$ cat src/hdl/lrc_ram.sv
// ----------------------------------------------------------------------------
// lrc_ram
// Generic single-write, single-read RAM with registered read.
// ----------------------------------------------------------------------------
module lrc_ram #(
  parameter int WIDTH = 8,
  parameter int DEPTH = 64,
  localparam int AW   = (DEPTH > 1) ? $clog2(DEPTH) : 1
) (
  input  logic             clk,
  input  logic             wr_en,
  input  logic [AW-1:0]    wr_addr,
  input  logic [WIDTH-1:0] wr_data,
  input  logic             rd_en,
  input  logic [AW-1:0]    rd_addr,
  output logic [WIDTH-1:0] rd_data
);

  logic [WIDTH-1:0] mem [DEPTH];

  always_ff @(posedge clk) begin
    if (wr_en) begin
      mem[wr_addr] <= wr_data;
    end
    if (rd_en) begin
      rd_data <= mem[rd_addr];
    end
  end

endmodule

$ cat config.mk
export PLATFORM = sky130hd
export DESIGN_NAME = lrc_ram
export DESIGN_NICKNAME = d
export VERILOG_FILES = /design/src/hdl/lrc_ram.sv
export SDC_FILE = /design/constraint.sdc
export NUM_CORES = 1
export LEC_CHECK = 0
export ABC_AREA = 1
export BUFFER_PORTS_ARGS = -buffer_cell sky130_fd_sc_hd__buf_2
export CAP_MARGIN = 40
export CORE_MARGIN = 5
export CORE_UTILIZATION = 30
export DETAILED_ROUTE_END_ITERATION = 10
export PLACE_DENSITY_LB_ADDON = 0.15
export SLEW_MARGIN = 20
export SYNTH_ARGS = -nofsm -noshare
export SYNTH_HDL_FRONTEND = slang
export SYNTH_SLANG_ARGS = --single-unit
$ cat constraint.sdc
create_clock -name clk -period 2.8 [get_ports clk]
set_input_delay 0.14 -clock clk [delete_from_list [all_inputs] [get_ports clk]]
set_output_delay 0.14 -clock clk [all_outputs]
set_load 0.05 [all_outputs]
== Word level (Yosys, flattened, before mapping) ==
Memories as Yosys holds them, arrays and structs flattened. A register that Yosys moved wholly into a read port is not among the register bits.
Index checks and enable logic that the tools add are counted.

* Flip-flop bits (word level): 0
* Bits in latches: 0
* Bits in writable memories: 512
* ROM bits: 0
* Output and inout bits: 8
* Memories: 1

* $add $sub $neg: 0
* Multipliers: 0
* Div/mod/pow operators: 0
* Order comparisons: 0
* Equality and inequality tests: 0
* Shifts and indexed selects: 0
* Muxes and demuxes: 2
* Bitwise gates (word level): 0
* Reduce and logical (&&, ||, !) cells: 0

{| class="wikitable"
|+ Memories
! memory !! depth !! width !! rd ports !! clocked after memory_dff !! write ports !! RTL line !! RTL
|-
| mem || 64 || 8 || 1 || 1 || 1 || 19 || <nowiki>logic [WIDTH-1:0] mem [DEPTH];</nowiki>
|}

{| class="wikitable"
|+ Operators by type and width
! cell !! number
|-
| $mux W1 || 2
|}

== Longest topological paths before layout ==
Gate-level depths: netlist of run 1.

* Word-level depth: 2
* Gate-level depth with buffers: 12

== Least setup slack after synthesis of run 1 ==
OpenSTA, ideal clock, no wires.

* Path type: input port to flip-flop
* Start: input port wr_en
* End: memory mem[48][0] (enable)
* Setup time: 0.395 ns
* Data arrival time: 1.511 ns
* Setup slack: 0.894 ns
* Cell stages on the path: 3
* Buffers on the path: 1
* Cells stage by stage: clkbuf_1 nand4_1 nor4_1

* Longest elaborated chain between the ends: 2

{| class="wikitable"
|+ RTL lines
! item !! RTL line !! RTL
|-
| start: declaration || 11 || <nowiki>input logic wr_en,</nowiki>
|-
| $mux W1 || 22 || <nowiki>if (wr_en) begin</nowiki>
|-
| $mux W1 (not written as such) || 23 || <nowiki>mem[wr_addr] <= wr_data;</nowiki>
|-
| end: declaration || 19 ||
|}

Every way passes these cells.

==> summary.md, run 1 <==
| Metric | Value |
|---|---|
| Run status | `complete, no violations` |
| Ranking of synthesized cells by area | `edfxtp_1 (73%), nand2_1 (11%), nand3_1 (10%)` |
| Remaining DRCs | `0` |
| Worst r2r path cells | `8` |
| PwrDens | `702 mW/mm^2` |
| Clock skew | `about 0.012 ns` |
| First-pass GRT wire length | `92.9 mm` |
| CP endpoint | `rd_data[1]` |
| Mapped Cells | `approximately 1.8k` |
| Crit start category | `flop` |
| Cts repair resizes | `0` |
| # setup viols final | `0` |
| Vias | `roughly 14k` |
| Initial antenna violation count | `5` |
| Fillcell total | `7123` |
| Die X | `277 microns` |
| Post-synth cell types | `15` |
| WL per Instance | `between 20 and 25 microns` |
| RSZ-0062 raised after global routing | `false` |
| Peak Freq | `629 MHz` |
| Critical Path RT | `3.16 ns` |
| Pin count of the biggest net entering global routing | `90` |
| Post-synthesis sequential area ratio | `between 70% and 80%` |
| Sink Count | `between 500 and 600` |
| Port bufs | `30` |
| Max cap viols | `0` |
| Post-synthesis simple-gate area fraction | `23.1%` |
| H-tree depth | `2` |
| Clock Tree Root | `clkbuf_16` |
| Share of layout cells above drive strength 1 | `10.7%` |
| Final Util | `34.9%` |
| Least-Margin Pin Slew | `a little over 0.8 ns` |
| Largest family of logic cells by synthesized area | `simple AND/OR/NAND/NOR gates` |
| #FFs+latches synth | `520` |
| Worst reg2reg path endpoint | `rd_data[1]` |
| Total grt overflow | `0` |
| Die height | `277 microns` |
| Pleak | `approximately 8.9 nW` |
| Critical path class | `reg2reg` |
| HPWL after DPL | `37.3 mm` |
| Launching point of the worst reg2reg path | `mem[39][1]` |
| Nets | `1900` |
| Largest area contributor in the netlist | `edfxtp_1` |
| Row Count | `98` |
| Post-synthesis adder-cell area fraction | `0%` |
| RD Place Congestion | `0.830` |
| Final Hold Fails | `0` |
| Min Tclk post-route | `1.59 ns` |
| Slew headroom | `44.6%` |
| Io pins | `31` |
| Crit-path max FO | `1` |
| Vias in the first global route | `13.5k` |
| Synthesized cell area | `about 0.021 sq mm` |
| Multi-input gate area | `approximately 0.005 sq mm` |
| P&R area growth vs syn | `15.9%` |
| Post-route total power | `0.0174 W` |
| ANT nets after route | `0` |
| Crit path from | `mem[39][1]` |
| XOR/XNOR Fraction of Synth Area | `0%` |
| Clock transition at path regs | `0.06 ns` |
| Compound-gate portion of the synthesized area | `0%` |
| Post-Synthesis Mean Instance Area | `between 10 and 15 sq um` |
| Initial Util | `between 30 and 40%` |
| Peak VDD IR | `0.461 mV` |
| Tcrit/Tclk final | `between 50% and 60%` |
| Setup_tns | `0 ns` |
| DR pass1 iterations | `4` |
| Clk Latency, worst-skew pair | `0.61 ns` |
| Sequential Area | `0.0156 sq mm` |
| Multiplexer area fraction after synthesis | `0%` |
| Reg2Reg Setup Slack | `around 1.2 ns` |
| Avg Vias per Cell | `4.86` |
| Core Footprint | `0.0711 sq mm` |
| Slew Limit Fails | `0` |
| WL final | `62.7 mm` |
| Die ar. | `0.0768 sq mm` |
| Synth warn | `0` |
| Leading cell types in the layout, fill and taps excluded | `nand2_1 (648), edfxtp_1 (520), nand3_1 (439), buf_4 (71), clkbuf_16 (61)` |
| Yosys top cell area share | `between 70% and 80%` |
| WP data arrival | `around 2.0 ns` |
| CTS Buf Count | `58` |
| Clock Path Buffers | `3` |
| Global-route usage over all layers | `15.9%` |
| Syn nets | `1828` |
| CP Capture Type | `flop` |
| Most common cell after layout, fill and taps aside | `nand2_1` |
| Hold Crit Class | `in2reg` |
| 1st-iter DRT viols | `roughly 1.2k` |
| CTS tree | `yes` |
-- power by group --
group / internal [W] / leakage, nW / total, W / switching (W)
clock: 0.00457 / 0.937 / 0.00765 / 0.00308
sequential: 0.00863 / 4.69 / 0.00866 / 0.0000253
combinational: 0.000290 / 3.26 / 0.00113 / 0.000844
-- Yosys cell counts --
cell type,instances
buf_1,10
buf_2,37
buf_4,14
buf_6,35
buf_8,2
clkbuf_1,15
edfxtp_1,520
inv_1,10
inv_2,1
inv_6,1
nand2_1,648
nand3_1,439
nand4_1,9
nor2_1,56
nor4_1,8
-- cells by family after synthesis --
group,count (synthesis)
simple gates,1160
flops,520
buf+inv,125
-- how the worst min path moves through the flow --
stage / start / to / cells past startpoint
after floorplan: wr_data[0] / mem[0][0] / 0
after global placement: wr_data[1] / mem[19][1] / 1
after detailed placement: wr_data[1] / mem[19][1] / 1
after CTS: wr_en / mem[60][7] / 3
after global routing: wr_data[4] / mem[46][4] / 1
final: wr_en / mem[60][7] / 3
-- critical path, stage by stage, from the launching register on --
cell and delay, ns:
edfxtp_1 0.35, nand2_1 0.07, nand3_1 0.09, nand3_1 0.12, nand2_1 0.10, nand2_1 0.09
nand3_1 0.26, nand3_1 0.20, nand2_1 0.07
-- state kept, by name, indices dropped and copies added (netlist names) --
| name | cells |
|---|---|
| rd_data | 8 |
| mem | 512 |
-- per-stage QoR --
| stage | hold WS [ns] | cell area (sq um) | std cells | setup WS, ns |
|---|---|---|---|---|
| 5_1_grt | 0.153 | 24800 | 2873 | 1.10 |
| 3_3_place_gp | 0.371 | 22700 | 2750 | 0.605 |
| 2_1_floorplan | 0.239 | 21400 | 1805 | 0.894 |
| 6_report | 0.141 | 24800 | 2876 | 1.21 |
| 3_5_place_dp | 0.382 | 22800 | 2755 | 0.603 |
| 4_1_cts | 0.0994 | 24700 | 2866 | 1.22 |
-- final cells by class --
type | instances | area share, %
diodes | 3 | 0.0302
clock inverters | 37 | 1.40
repair buffers | 125 | 4.50
clock buffers | 69 | 6.27
inverters | 12 | 0.222
multi-input cells | 1160 | 19.9
well taps | 950 | 4.79
flip-flops and latches | 520 | 62.9
-- per-layer routing --
metal	part of all wire, %	GRT usage [%]	up-vias	wire length [microns]
met5	0.021	0	-	13
met2	46	24.9	359	28900
met4	1.9	3.62	2	1220
met3	5.0	2.87	80	3150
met1	47	23.2	7032	29500
li1	-	-	6516	-
-- repair_timing --
| action | CTS | global route |
|---|---|---|
| setup buffers | 0 | 0 |
| hold buffers | 5 | 2 |
| endpoints found under the hold margin | 28 | 5 |
No activity file was read; power rests on OpenSTA's default activity.
==> run 2, diff against run 1 <==
- clock period: 2.8 -> 1.6 ns (I/O delays scaled with it)
==> run 2 against run 1 <==
  * Sequential cell count unchanged
  * Final area up 2.7%
  * Total power increased by 71%
  * Critical path depth shrank 7
  * Sequential share of layout area down 1.6 points
  * Clock skew rose by 0.0068 ns
  * Clock power increased by 65%
  * Critical path type is now reg2out
  * Largest cell class unchanged
  * Core utilization up 0.93 points
  * Count of clock-buffer cells in the layout increased by 7
==> summary.md, run 2 (synthesis gave the netlist of run 1 again) <==
| Metric | Value |
|---|---|
| 1st-iter DRT viols | `1055 (-9.3%)` |
| Die height | `277 microns (unchanged)` |
| Initial Util | `30.1% (unchanged)` |
| RSZ-0062 raised after global routing | `false` |
| Initial antenna violation count | `4 (-1)` |
| Net Switching | `0.00689 W (+75%)` |
| Routed met3 length | `3.35 mm (+6.3%)` |
| Global-route usage over all layers | `15.6% (-0.31 points)` |
| PwrDens | `1170 mW/mm^2 (+67%)` |
| Critical Path RT | `1.52 ns (-1.64 ns)` |
| Hold_ws | `0.0721 ns (-0.0693 ns)` |
| DR pass1 iterations | `5 (+1)` |
| Sw Share | `23.1% (+0.46 points)` |
| Leading cell types in the layout, fill and taps excluded | `nand2_1 (648), edfxtp_1 (520), nand3_1 (439), buf_4 (143), clkbuf_16 (61)` |
| Die X | `277 microns (unchanged)` |
| Tcrit/Tclk final | `around 95%` |
| Avg Vias per Cell | `4.71 (-3.1%)` |
| Pin count of the biggest net entering global routing | `65 (-28%)` |
| RD Place Congestion | `0.799 (-3.8%)` |
| Total grt overflow | `0 (unchanged)` |
| Clk Latency, worst-skew pair | `0.62 ns (about the same)` |
| Row Count | `98 (unchanged)` |
| H-tree depth | `2 (unchanged)` |
| Hold Crit Class | `in2reg` |
| WL final | `60.8 mm (-3.1%)` |
| Max cap viols | `0 (unchanged)` |
| Slew Limit Fails | `0 (unchanged)` |
| Post-Route M1 WL | `28.7 mm (-2.7%)` |
| Vias | `13.9k (-0.36%)` |
| Nets | `1987 (+4.6%)` |
| Fillcell total | `7051 (-1.0%)` |
| Fin cells | `2957 (+2.8%)` |
| Clock transition at path regs | `0.06 ns (about the same)` |
| Run status | `complete, no violations` |
| Combinational power share | `7.1% (+0.6 points)` |
| Min Tclk post-route | `1.51 ns` |
| Slew headroom | `60.7% (+16 points)` |
| Share of total power in the clock network | `42.1% (-1.7 points)` |
| Int Pwr | `0.0229 W (+70%)` |
| Number of flip-flops in the largest register | `512 (unchanged)` |
| HPWL after DPL | `37.6 mm (+0.70%)` |
| CP Capture Type | `output pin` |
| Proportion of power drawn by flip-flops and latches | `50.8% (+1.1 points)` |
| Post-CTS setup buffers | `0 (unchanged)` |
| Share of layout cells above drive strength 1 | `13.9% (+3.3 points)` |
| Largest regs | `mem: 512 flops, rd_data: 8 flops` |
| Io pins | `31 (unchanged)` |
| Peak VDD IR | `0.814 mV (+77%)` |
| Hold-fix buffers, CTS | `10 (+5)` |
| Cts repair resizes | `0 (unchanged)` |
| Peak Freq | `660 MHz` |
| Die ar. | `0.0768 sq mm (unchanged)` |
| CTS Buf Count | `58 (unchanged)` |
| WP buf/inv | `1 (+1)` |
| Top layer reached by signal wires | `met5` |
| CP Cell Sequence | `buf_2` |
| Crit-path max FO | `1 (unchanged)` |
| CP delay by family, top | `flip-flops` |
| Clock Tree Root | `clkbuf_16` |
| WL per Instance | `20.6 microns (-5.7%)` |
| Post-route total power | `0.0298 W (+71%)` |
| Critical path class | `reg2out` |
| Vias in the first global route | `14.0k (+3.0%)` |
| ANT nets after route | `0 (unchanged)` |
| Clock skew | `0.0185 ns (+0.00677 ns)` |
| Sink Count | `520 (unchanged)` |
| # setup viols final | `0 (unchanged)` |
| Sequential Area | `0.0156 sq mm (unchanged)` |
| P&R area growth vs syn | `19.0%` |
| Port bufs | `30 (unchanged)` |
| WP data arrival | `1.43 ns (-0.52 ns)` |
| CTS tree | `yes` |
| Most common cell after layout, fill and taps aside | `nand2_1` |
| First-pass GRT wire length | `91.4 mm (-1.6%)` |
| Crit start category | `flop` |
| Multi-input gate area | `0.00495 sq mm (unchanged)` |
| Least-Margin Pin Slew | `0.590 ns (-0.237 ns)` |
| Met2 WL | `27.6 mm (-4.3%)` |
| Pleak | `9.29 nW (+4.6%)` |
| Core Footprint | `0.0711 sq mm (unchanged)` |
| Placed Cells incl. Taps | `2844 (+3.2%)` |
| CP max-delay cell | `edfxtp_1` |
| Remaining DRCs | `0 (unchanged)` |
| Slowest cell delay on critical path | `0.48 ns (+0.13 ns)` |
| Final Hold Fails | `0 (unchanged)` |
| Most flops, register | `mem` |
| Clock Path Buffers | `3 (unchanged)` |
==> run 2: worst reg2reg max path, stage by stage (launching register included) <==
cell and delay [ns]:
edfxtp_1 0.37, nand2_1 0.08, nand3_1 0.09, nand3_1 0.11, nand2_1 0.13, nand2_1 0.09, nand3_1 0.12, nand3_1 0.16
nand2_1 0.07
==> run 2: layout make-up <==
cell class	count	share of cell area, %
clock inverter	25	0.672
tap	950	4.66
timing repair buffer	212	7.56
antenna	2	0.0196
sequential	520	61.3
multi-input combinational	1160	19.4
clock buffer	76	6.21
inverter	12	0.216
==> run 2: through the flow <==
stage	util (%)	cell area [sq um]	worst slack [ns]	setup TNS, ns
6_report	35.8	25500	0.0854	0
5_1_grt	35.8	25500	0.0175	0
4_1_cts	35.8	25500	0.0798	0
3_5_place_dp	33.2	23600	-0.220	-1.07
3_3_place_gp	33.2	23600	-0.234	-1.07
2_1_floorplan	-	21400	-0.246	-15.75
==> run 2: path summary, 6_finish.rpt <==
path	start	slack (ns)	depth (start not counted)	endpoint
setup / recovery	rd_data[5]	0.09	1	rd_data[5]
hold / removal	wr_addr[1]	0.07	3	mem[52][4]
setup reg to reg	mem[55][1]	0.13	8	rd_data[1]
hold reg to reg	mem[40][3]	0.92	8	rd_data[3]
==> run 2: power by group through the flow <==
stage                     sequential (W)  clock [W]  combinational (W)
after floorplan                   0.0155          0            0.00106
after global placement            0.0154          0            0.00211
after detailed placement          0.0154          0            0.00212
after CTS                         0.0152     0.0129            0.00214
after global routing              0.0152     0.0135            0.00232
final                             0.0152     0.0126            0.00211
==> run 2: metal layers <==
layer  GRT usage, %  vias to the layer above
met5              0                        -
met4           3.62                        2
met3           3.26                       86
met2           24.3                      313
met1           22.6                     6855
li1               -                     6682
